## config.mk

```make
export PLATFORM = sky130hd
export DESIGN_NAME = bch_encode_error_trap_correct
export DESIGN_NICKNAME = d
export VERILOG_FILES = /design/src/rtl/betc_pkg.sv /design/src/rtl/bch_encode_error_trap_correct.sv
export VERILOG_INCLUDE_DIRS = /design/src /design/src/rtl
export SDC_FILE = /design/constraint.sdc
export NUM_CORES = 1
export LEC_CHECK = 0
export BUFFER_PORTS_ARGS = -buffer_cell sky130_fd_sc_hd__buf_2
export CAP_MARGIN = 5
export CORE_UTILIZATION = 60
export DETAILED_ROUTE_END_ITERATION = 7
export PLACE_DENSITY_LB_ADDON = 0.05
export SKIP_CTS_REPAIR_TIMING = 1
export SYNTH_ARGS = -nofsm -noshare
export SYNTH_HDL_FRONTEND = slang
export SYNTH_SLANG_ARGS = --single-unit
```

## constraint.sdc

```tcl
create_clock -name clk -period 7.7 [get_ports clk]
set_clock_uncertainty 0.05 [all_clocks]
set_input_delay 1.54 -clock clk [delete_from_list [all_inputs] [get_ports clk]]
set_output_delay 1.54 -clock clk [all_outputs]
set_load 0.01 [all_outputs]
```

## src/rtl/bch_encode_error_trap_correct_assert.svh

```systemverilog
// Assertion macros for the BCH(15,5) error-trapping codec.
// Used by bch_encode_error_trap_correct.sv; expects clk and rst_n in scope.
`ifndef BCH_ENCODE_ERROR_TRAP_CORRECT_ASSERT_SVH
`define BCH_ENCODE_ERROR_TRAP_CORRECT_ASSERT_SVH

`ifndef NO_ASSERTIONS

// same-cycle implication
`define BETC_ASSERT_IMP(lbl, ante, cons) \
    lbl: assert property (@(posedge clk) disable iff (!rst_n) (ante) |-> (cons)) \
        else $error("betc assertion failed");

// next-cycle implication
`define BETC_ASSERT_NXT(lbl, ante, cons) \
    lbl: assert property (@(posedge clk) disable iff (!rst_n) (ante) |=> (cons)) \
        else $error("betc assertion failed");

`else

`define BETC_ASSERT_IMP(lbl, ante, cons)
`define BETC_ASSERT_NXT(lbl, ante, cons)

`endif

`endif

```

## src/rtl/betc_pkg.sv

```systemverilog
// Package for the BCH(15,5) error-trapping codec: sizes, codes, reset values
// and the bit-serial division step. No dependencies.
`default_nettype none

package betc_pkg;

    localparam int CODE_LENGTH  = 15;
    localparam int MESSAGE_BITS = 5;
    localparam int PARITY_BITS  = CODE_LENGTH - MESSAGE_BITS;
    localparam int GEN_W        = PARITY_BITS + 1;
    localparam int LIMIT_W      = 4;
    localparam int DEG_W        = $clog2(GEN_W);
    localparam int WGT_W        = $clog2(CODE_LENGTH + 1);
    localparam int CNT_W        = $clog2(CODE_LENGTH + 1);
    localparam int CFG_IDX_W    = 1;
    localparam int S_TDATA_W    = ((CODE_LENGTH + 7) / 8) * 8;
    localparam int M_TDATA_W    = ((CODE_LENGTH + MESSAGE_BITS + 7) / 8) * 8;

    localparam logic [GEN_W-1:0]   GEN_RESET   = GEN_W'(1335);
    localparam logic [LIMIT_W-1:0] LIMIT_RESET = LIMIT_W'(3);

    typedef logic [CODE_LENGTH-1:0] cw_t;
    typedef logic [GEN_W-1:0]       gen_t;
    typedef logic [PARITY_BITS-1:0] rem_t;
    typedef logic [DEG_W-1:0]       deg_t;
    typedef logic [WGT_W-1:0]       wgt_t;

    typedef enum logic [CFG_IDX_W-1:0] {
        CFG_GENERATOR   = 1'b0,
        CFG_ERROR_LIMIT = 1'b1
    } cfg_idx_t;

    typedef enum logic {
        FUNC_ENCODE  = 1'b0,
        FUNC_CORRECT = 1'b1
    } func_t;

    // index of the highest set coefficient, 0 for a zero polynomial
    function automatic deg_t poly_degree(gen_t g);
        deg_t d;
        d = '0;
        for (int i = 0; i < GEN_W; i++) begin
            if (g[i])
            begin
                d = DEG_W'(i);
            end
        end
        return d;
    endfunction

    function automatic wgt_t weight(cw_t v);
        wgt_t n;
        n = '0;
        for (int i = 0; i < CODE_LENGTH; i++) begin
            n = n + WGT_W'(v[i]);
        end
        return n;
    endfunction

    // one LFSR division step: (x*r + b) mod g, with r below x^d
    function automatic rem_t div_step(rem_t r, logic b, gen_t g, deg_t d);
        gen_t t;
        t = {r, b};
        if (t[d])
        begin
            t = t ^ g;
        end
        return t[PARITY_BITS-1:0];
    endfunction

endpackage

`default_nettype wire

```

## src/rtl/bch_encode_error_trap_correct.sv

```systemverilog
// BCH(15,5) systematic encoder and error-trapping corrector, top level.
// Depends on betc_pkg and bch_encode_error_trap_correct_assert.svh.
//
// One word at a time goes through a single bit-serial division unit (an
// LFSR step) and left and right one-position rotators under a small
// sequencer. Encode (tuser 0) returns msg*x^d plus its remainder mod
// the generator; correct (tuser 1) rotates the received word until the
// syndrome weight is within error_limit, XORs the syndrome in and rotates
// back, or returns the word unchanged with tuser set if no rotation traps
// the errors. The syndrome is built bit-serially, each trapping rotation
// then updates it using a stored x^15 mod g, and the rotate-back steps one
// position at a time. After reset and after every generator_poly write,
// x^15 mod g is recomputed with s_tready low; cfg writes are always
// accepted. The output register frees the core once a result is loaded,
// so the next word is accepted while the result waits.
`default_nettype none

`include "bch_encode_error_trap_correct_assert.svh"

module bch_encode_error_trap_correct
(
    input  wire logic                                  clk,
    input  wire logic                                  rst_n,

    input  wire logic                                  s_tvalid,
    output      logic                                  s_tready,
    input  wire logic [betc_pkg::S_TDATA_W-1:0]        s_tdata,   // word_in, zero pad
    input  wire logic                                  s_tuser,   // func

    output      logic                                  m_tvalid,
    input  wire logic                                  m_tready,
    output      logic [betc_pkg::M_TDATA_W-1:0]        m_tdata,   // codeword, message, pad
    output      logic                                  m_tuser,   // uncorrectable

    input  wire logic                                  cfg_valid,
    output      logic                                  cfg_ready,
    input  wire logic [betc_pkg::CFG_IDX_W-1:0]        cfg_index,
    input  wire logic [betc_pkg::GEN_W-1:0]            cfg_data
);

    localparam int CL = betc_pkg::CODE_LENGTH;
    localparam int MB = betc_pkg::MESSAGE_BITS;
    localparam int PB = betc_pkg::PARITY_BITS;
    localparam int CW = betc_pkg::CNT_W;

    typedef enum logic [6:0] {
        ST_PREP = 7'b0000001,
        ST_IDLE = 7'b0000010,
        ST_SYN  = 7'b0000100,
        ST_TRAP = 7'b0001000,
        ST_XOR  = 7'b0010000,
        ST_FIX  = 7'b0100000,
        ST_EMIT = 7'b1000000
    } state_t;

    state_t                         state_reg,     state_next;
    logic [CW-1:0]                  cnt_reg,       cnt_next;
    betc_pkg::cw_t                  w_reg,         w_next;
    betc_pkg::rem_t                 rem_reg,       rem_next;
    betc_pkg::rem_t                 xm_reg,        xm_next;
    betc_pkg::func_t                func_reg,      func_next;
    logic                           flag_reg,      flag_next;
    betc_pkg::gen_t                 gen_reg,       gen_next;
    logic [betc_pkg::LIMIT_W-1:0]   limit_reg,     limit_next;
    logic                           out_valid_reg, out_valid_next;
    betc_pkg::cw_t                  out_cw_reg,    out_cw_next;
    logic                           out_flag_reg,  out_flag_next;

    betc_pkg::deg_t                 deg;
    logic                           gen_zero;
    betc_pkg::cw_t                  syn_full;
    logic                           trapped;
    betc_pkg::rem_t                 step_r;
    logic                           step_b;
    betc_pkg::rem_t                 step_out;
    betc_pkg::cw_t                  rot_l;
    betc_pkg::cw_t                  rot_r;
    betc_pkg::cw_t                  msg_shift;
    logic                           out_free;

    assign deg      = betc_pkg::poly_degree(gen_reg);
    assign gen_zero = (gen_reg == '0);
    // a zero generator leaves the word unreduced
    assign syn_full = gen_zero ? w_reg : {{MB{1'b0}}, rem_reg};
    assign trapped  = (betc_pkg::weight(syn_full) <= betc_pkg::WGT_W'(limit_reg));
    assign rot_l    = {w_reg[CL-2:0], w_reg[CL-1]};
    assign rot_r    = {w_reg[0], w_reg[CL-1:1]};
    assign msg_shift = CL'({{PB{1'b0}}, s_tdata[MB-1:0]} << deg);
    assign out_free = !out_valid_reg || m_tready;

    // shared division unit
    always_comb
    begin
        step_r = (state_reg == ST_PREP) ? xm_reg : rem_reg;
        unique case (state_reg)
            ST_PREP: step_b = (cnt_reg == '0);
            ST_SYN:  step_b = w_reg[cnt_reg];
            ST_TRAP: step_b = w_reg[CL-1];
            default: step_b = 1'b0;
        endcase
        step_out = betc_pkg::div_step(step_r, step_b, gen_reg, deg);
    end

    always_comb
    begin
        state_next     = state_reg;
        cnt_next       = cnt_reg;
        w_next         = w_reg;
        rem_next       = rem_reg;
        xm_next        = xm_reg;
        func_next      = func_reg;
        flag_next      = flag_reg;
        gen_next       = gen_reg;
        limit_next     = limit_reg;
        out_valid_next = out_valid_reg && !m_tready;
        out_cw_next    = out_cw_reg;
        out_flag_next  = out_flag_reg;

        unique case (state_reg)
            ST_PREP:
            begin
                // x^15 mod g: feed a one, then zeros
                xm_next  = step_out;
                cnt_next = cnt_reg + CW'(1);
                if (cnt_reg == CW'(CL))
                begin
                    state_next = ST_IDLE;
                end
            end
            ST_IDLE:
            begin
                if (s_tvalid)
                begin
                    func_next  = betc_pkg::func_t'(s_tuser);
                    flag_next  = 1'b0;
                    rem_next   = '0;
                    cnt_next   = CW'(CL - 1);
                    w_next     = (s_tuser == betc_pkg::FUNC_CORRECT) ? s_tdata[CL-1:0]
                                                                     : msg_shift;
                    state_next = ST_SYN;
                end
            end
            ST_SYN:
            begin
                rem_next = step_out;
                cnt_next = cnt_reg - CW'(1);
                if (cnt_reg == '0)
                begin
                    cnt_next   = '0;
                    state_next = (func_reg == betc_pkg::FUNC_ENCODE) ? ST_XOR : ST_TRAP;
                end
            end
            ST_TRAP:
            begin
                if (trapped)
                begin
                    state_next = ST_XOR;
                end
                else
                begin
                    // syndrome of the rotated word, correcting for the wrapped bit
                    w_next   = rot_l;
                    rem_next = step_out ^ (w_reg[CL-1] ? xm_reg : '0);
                    if (cnt_reg == CW'(CL - 1))
                    begin
                        // a full turn brings the received word back
                        flag_next  = 1'b1;
                        state_next = ST_EMIT;
                    end
                    else
                    begin
                        cnt_next = cnt_reg + CW'(1);
                    end
                end
            end
            ST_XOR:
            begin
                w_next     = w_reg ^ syn_full;
                state_next = ST_FIX;
            end
            ST_FIX:
            begin
                if (cnt_reg == '0)
                begin
                    state_next = ST_EMIT;
                end
                else
                begin
                    w_next   = rot_r;
                    cnt_next = cnt_reg - CW'(1);
                end
            end
            ST_EMIT:
            begin
                if (out_free)
                begin
                    out_valid_next = 1'b1;
                    out_cw_next    = w_reg;
                    out_flag_next  = flag_reg;
                    state_next     = ST_IDLE;
                end
            end
            default:
            begin
                state_next = ST_PREP;
                cnt_next   = '0;
                xm_next    = '0;
            end
        endcase

        if (cfg_valid)
        begin
            unique case (betc_pkg::cfg_idx_t'(cfg_index))
                betc_pkg::CFG_GENERATOR:
                begin
                    gen_next   = cfg_data;
                    state_next = ST_PREP;
                    cnt_next   = '0;
                    xm_next    = '0;
                end
                betc_pkg::CFG_ERROR_LIMIT:
                begin
                    limit_next = cfg_data[betc_pkg::LIMIT_W-1:0];
                end
                default:
                begin
                    limit_next = limit_reg;
                end
            endcase
        end
    end

    always_ff @(posedge clk or negedge rst_n)
    begin
        if (!rst_n)
        begin
            state_reg     <= ST_PREP;
            cnt_reg       <= '0;
            xm_reg        <= '0;
            func_reg      <= betc_pkg::FUNC_ENCODE;
            flag_reg      <= 1'b0;
            gen_reg       <= betc_pkg::GEN_RESET;
            limit_reg     <= betc_pkg::LIMIT_RESET;
            out_valid_reg <= 1'b0;
        end
        else
        begin
            state_reg     <= state_next;
            cnt_reg       <= cnt_next;
            xm_reg        <= xm_next;
            func_reg      <= func_next;
            flag_reg      <= flag_next;
            gen_reg       <= gen_next;
            limit_reg     <= limit_next;
            out_valid_reg <= out_valid_next;
        end
    end

    always_ff @(posedge clk)
    begin
        w_reg        <= w_next;
        rem_reg      <= rem_next;
        out_cw_reg   <= out_cw_next;
        out_flag_reg <= out_flag_next;
    end

    assign s_tready  = (state_reg == ST_IDLE);
    assign cfg_ready = 1'b1;
    assign m_tvalid  = out_valid_reg;
    assign m_tuser   = out_flag_reg;
    assign m_tdata   = betc_pkg::M_TDATA_W'({out_cw_reg[CL-1:PB], out_cw_reg});

    `BETC_ASSERT_NXT(a_gen_write_blocks_input,
                     cfg_valid && cfg_ready && cfg_index == betc_pkg::CFG_GENERATOR,
                     !s_tready)
    `BETC_ASSERT_NXT(a_busy_after_accept, s_tvalid && s_tready, !s_tready)
    `BETC_ASSERT_IMP(a_flag_only_on_correct,
                     state_reg == ST_EMIT && flag_reg,
                     func_reg == betc_pkg::FUNC_CORRECT)

endmodule

`default_nettype wire

```

Word level (Yosys, flattened, before mapping)
Cells that the tools add are included.

storage, ports and cells
  output and inout bits = 28
  flip-flop bits (word level) = 80
  logic and storage cells = 122

operators by class
  shifts and indexed selects = 1
  reduce and logical (&&, ||, !) cells = 18
  bitwise operators = 4
  $add $sub $neg = 16
  $lt $le $gt $ge = 3
  mux-type cells = 55
  equal/unequal tests = 13

operators with widths
  operator                                              count
  two-way mux 15 bit                                    5
  two-way mux 10 bit                                    7
  two-way mux 7 bit                                     9
  one-hot mux 15 bit (4 select lines)                   1
  two-way mux 4 bit                                     14
  one-hot mux 7 bit (7 select lines)                    1
  adder 4 x 1 -> 4 bit                                  11
  one-hot mux 10 bit (3 select lines)                   1
  one-hot mux 4 bit (6 select lines)                    1
  one-hot mux 10 bit (2 select lines)                   1
  XOR 10 bit                                            2
  left shift 5 x 4 -> 15 bit                            1
  XOR 15 bit                                            1
  zero test 11 bit                                      1
  < comparator 4 x 5 -> 1 bit (second input constant)   2
  binary-select mux 1 bit (select 4 bit)                2
  equality test 4 bit (second input constant)           2
  two-way mux 1 bit                                     8
  != test 2 bit (second input constant)                 4
  AND reduction 2 bit                                   4
  AND reduction 4 bit                                   2
  equality test 7 x 1 -> 1 bit (second input constant)  1
  equality test 7 x 2 -> 1 bit (second input constant)  1
  equality test 7 x 3 -> 1 bit (second input constant)  1
  25 further kinds                                      27

Depth between registers and ports, before layout
  depth in word-level cells = 21
  mapped depth = 25
  mapped depth without buffers = 24

Worst setup path before layout
No wires, ideal clock.

  kind = flip-flop to flip-flop
  from = register gen_reg[7]
  to = register w_reg[0] (enable)
  buffers on the path = 0
  library setup time = 411 ps
  cell stages (with the launch flop) = 23
  slack = 673 ps
  data arrival time = 6566 ps
  path through = dfrtp_1 -> nor4_1 -> nand3_1 -> nand2_1 -> nand2_1 -> fa_1 -> inv_1 -> fa_1 -> fa_1 -> fa_1 -> inv_1 -> fa_1 -> inv_1 -> fa_1 -> inv_1 -> ha_1 -> nor2b_1 -> o21a_1 -> o21a_1 -> o21ai_0 -> nand2_1 -> o21ai_0 -> a211oi_1

between the ends
  word-level cells in the longest chain between the ends = 19

RTL lines
  what                                line                                  text
  start, declared                     bch_encode_error_trap_correct.sv:63   betc_pkg::gen_t gen_reg, gen_next;
  start signal, assigned              bch_encode_error_trap_correct.sv:242  gen_reg <= betc_pkg::GEN_RESET;
  start signal, assigned              bch_encode_error_trap_correct.sv:253  gen_reg <= gen_next;
  zero test 11 bit (*)                bch_encode_error_trap_correct.sv:82   assign gen_zero = (gen_reg == '0);
  two-way mux 15 bit (*)              bch_encode_error_trap_correct.sv:84   assign syn_full = gen_zero ? w_reg : {{MB{1'b0}}, rem_reg};
  adder 1 x 1 -> 2 bit                betc_pkg.sv:55                        n = n + WGT_W'(v[i]);
  adder 2 x 1 -> 3 bit                betc_pkg.sv:55
  adder 3 x 1 -> 4 bit                betc_pkg.sv:55
  adder 4 x 1 -> 4 bit (10 in a row)  betc_pkg.sv:55
  adder 4 x 1 -> 4 bit (*)            betc_pkg.sv:55
  <= comparator 4 bit (*)             bch_encode_error_trap_correct.sv:85   assign trapped = (betc_pkg::weight(syn_full) <= betc_pkg::WGT_W'(limit_reg));
  != test 2 bit (no line) (*)         n/a
  AND reduction 4 bit (no line) (*)   n/a
  end signal, assigned                bch_encode_error_trap_correct.sv:261  w_reg <= w_next;
  end, declared                       bch_encode_error_trap_correct.sv:58   betc_pkg::cw_t w_reg, w_next;

Mark *: on every way between the ends. The rest lies on a longest branch, timed or not.
A chain may end at the register's enable or synchronous reset.

Worst setup path after layout
  from = register gen_reg[3]
  to = register w_reg[11] (enable)

The elaborated chain is that of the path after synthesis.

==> key figures <==
Routing
  • Via count: 4598
  • Drt pass-1 iters: 8
  • WL per Instance: 20.19 um
  • DRT Wirelength: 14260 um
  • Routed Antenna Nets: 0
  • Via/cell ratio: 6.513
  • DR DRC count: 8
  • Initial DRC count: 395

Status
  • Status: complete, but fails checks
  • Failing checks: design-rule violations

Clock tree
  • Clock root buffer: clkbuf_8
  • Clk slew on worst S/H paths: 90 ps
  • CTS Sinks: 80
  • Total CTS buffers: 9
  • H-tree depth: 3
  • Clock Path Buffers: 2
  • Worst-Skew Late Latency: 360 ps
  • CTS tree: yes

Layout
  • Share of layout cells above drive strength 1: 20.90%
  • Final #Nets: 647
  • Layout area overhead: 8.807%
  • Final Non-Filler Cells: 706
  • Diodes inserted: 0

Floorplanning
  • Core area: 8806 um^2
  • Die Ht: 97.98 um
  • Initial core utilization: 62.76%
  • Core Rows: 34
  • Full die area: 9599 um^2
  • # IOs: 62
  • Die W: 97.98 um

Placed design
  • Placed cells: 690
  • I/O Buffers: 55
  • Dpl ws: 733.4 ps
  • Final RePlAce weighted congestion: 0.9199
  • Post-DP HPWL: 10350 um

Setup path
  • Crit path max fanout: 15
  • Crit start category: flip-flop
  • R2R setup slack: 620 ps
  • Worst r2r path cells: 21
  • WS Path Type: flip-flop to flip-flop
  • CP Data Arrival Time: 7000 ps
  • Worst EP required: 7620 ps
  • Crit path capture type: flip-flop

STA
  • Setup TNS: 0 ps
  • Minimum clock period: 7078 ps
  • F_max: 0.1413 GHz
  • Max_slew headroom: 16.62%
  • Fin crit share: 91.92%
  • # setup viols final: 0
  • Slew @ Worst Pin: 1248 ps
  • Hold Vio Cnt, Final: 0
  • Fin Hold WS: 411.4 ps
  • Unrepaired setup endpoints after global routing: false
  • Setup WS post-layout: 622.2 ps
  • Max-slew violations: 0

Flow run
  • Max_cap viols: 0

Power
  • Leak: 2.500 nW
  • Sw Share: 36.61%
  • Switching power: 0.0004998 W
  • Pwr Total: 0.001365 W
  • Max rail drop VDD: 0.0001585 V
  • Seq pwr share: 43.0%
  • Power Density: 227.0 nW/um^2
  • Clk pwr share: 23.7%
  • Pint: 0.0008655 W
  • Combinational Power Share: 33.3%

GRT
  • Vias in the first global route: 4512
  • Congestion Overflow GR: 0
  • Largest net degree at the start of global routing: 40
  • All-Layer GR Usage: 30.98%
  • First-pass GRT wire length: 23110 um
  • Antenna violations before repair: 0

Synth
  • Post-synth EDFFs: 41
  • Count of different cell masters after synthesis: 70
  • Gate Count Post-Synth: 555
  • Synth Warn #: 0
  • Main synth FF type: edfxtp_1
  • Sequential share of the synthesized area: 40.16%
  • Post-synthesis area per instance: 9.958 um^2
  • Post-Syn Area: 5527 um^2
  • Synth Register Bits: 80
  • Ys async rst share: 48.75%

Worst hold path
  • Hold Path Class: flip-flop to flip-flop
  • Worst Hold Depth: 0
-- cells in the mapped netlist, types with 3 or more instances --
| cell | count | area, um^2 |
|---|---|---|
| nand2_1 | 71 | 266.5 |
| edfxtp_1 | 41 | 1231 |
| o21ai_0 | 36 | 180.2 |
| a21oi_1 | 33 | 165.2 |
| mux2i_1 | 32 | 320.3 |
| nor2_1 | 32 | 120.1 |
| dfrtp_1 | 29 | 725.7 |
| inv_1 | 23 | 86.33 |
| mux2_2 | 23 | 259.0 |
| clkbuf_1 | 20 | 75.07 |
| xor2_1 | 20 | 175.2 |
| a221oi_1 | 15 | 131.4 |
| a222oi_1 | 14 | 140.1 |
| xnor2_1 | 13 | 113.9 |
| buf_4 | 11 | 82.58 |
| dfstp_2 | 10 | 262.8 |
| fa_1 | 10 | 200.2 |
| ha_1 | 10 | 125.1 |
| nand3_1 | 9 | 45.04 |
| nor2b_1 | 8 | 50.05 |
| nor3_1 | 8 | 40.04 |
| a31oi_1 | 6 | 37.54 |
| and3b_1 | 5 | 43.79 |
| nand2b_1 | 4 | 25.02 |
| o21a_1 | 4 | 30.03 |
| a22oi_1 | 3 | 22.52 |
| and3_1 | 3 | 18.77 |
| nand4_1 | 3 | 18.77 |
| nor4_1 | 3 | 18.77 |
| o211ai_1 | 3 | 22.52 |
| o31ai_1 | 3 | 22.52 |
-- logic make-up (layout without fill, tap and decap cells) --
logic type | Yosys count | in the layout | synth area share, %
other | 2 | 5 | 0.1359
buffers and inverters | 61 | 101 | 5.229
XOR/XNOR | 33 | 33 | 5.230
AO/OA/AOI/OAI | 140 | 140 | 17.48
AND/OR/NAND/NOR | 162 | 162 | 14.58
flip-flops | 80 | 80 | 40.16
adder cells (fa/ha/maj) | 20 | 20 | 5.886
multiplexers | 57 | 57 | 11.30
-- critical path, cell delays in order (launching register included) --
cell      delay, ps
dfrtp_1         470
nor4_1          490
nand3_1         140
buf_4           200
mux2i_1         270
fa_1            500
fa_1            500
fa_1            550
fa_1            440
inv_1            90
fa_1            190
inv_1            70
fa_1            540
inv_1            50
ha_1            280
nor2b_1         140
o21a_1          120
o21a_1          100
o21ai_0         190
nand2_1         190
o21ai_0         140
a211oi_2        980
-- final cells by class --
| cell class | count | area [um^2] |
|---|---|---|
| fillers | 727 | 2793 |
| flip-flops and latches | 80 | 2220 |
| clock inverters | 7 | 78.83 |
| well taps | 108 | 135.1 |
| clock buffers | 9 | 123.9 |
| inverters | 24 | 90.09 |
| multi-input cells | 417 | 3045 |
| repair buffers | 61 | 320.3 |
-- through the flow --
step	utilization (%)	cell area, um^2
after floorplan	-	5538
after CTS	68.29	6013
after detailed placement	65.98	5811
after global routing	68.29	6013
final	68.29	6013
after global placement	65.98	5811
-- placed cells by master, fill, tap and decap left out, types with 15 or more instances in the layout --
| cell | instances |
|---|---|
| xor2_1 | 20 |
| edfxtp_1 | 41 |
| nor2_1 | 32 |
| o21ai_0 | 36 |
| dfrtp_1 | 29 |
| buf_2 | 55 |
| a221oi_1 | 15 |
| nand2_1 | 71 |
| a21oi_1 | 33 |
| inv_1 | 23 |
| mux2_2 | 23 |
| mux2i_1 | 32 |
-- power groups by stage --
stage / registers (W) / logic, W / clock network [W]
floorplan: 0.000551 / 0.000388 / 0
global placement: 0.000591 / 0.000430 / 0
detailed placement: 0.000595 / 0.000444 / 0
CTS: 0.000586 / 0.000449 / 0.000328
global route: 0.000597 / 0.000499 / 0.000345
finish: 0.000588 / 0.000455 / 0.000323
-- layer usage --
metal	track usage, %	routed length, um	vias up
met5	0	0	-
met4	12.94	393	0
met3	4.510	1053	42
met2	52.87	7048	211
met1	39.53	5761	2229
li1	-	-	2116
-- worst paths after layout --
kind                                   endpoint                   start
hold reg to reg               m_tuser$_DFFE_PP_    flag_reg$_DFFE_PN0P_
setup / recovery            w_reg[11]$_DFFE_PP_  gen_reg[3]$_DFFE_PN0P_
setup reg to reg            w_reg[11]$_DFFE_PP_  gen_reg[3]$_DFFE_PN0P_
min in group asynchronous  cnt_reg[1]$_DFF_PN0_                   rst_n
hold / removal                m_tuser$_DFFE_PP_    flag_reg$_DFFE_PN0P_
max in group asynchronous   xm_reg[9]$_DFF_PN0_                   rst_n
No activity file was read; power rests on OpenSTA's default activity.
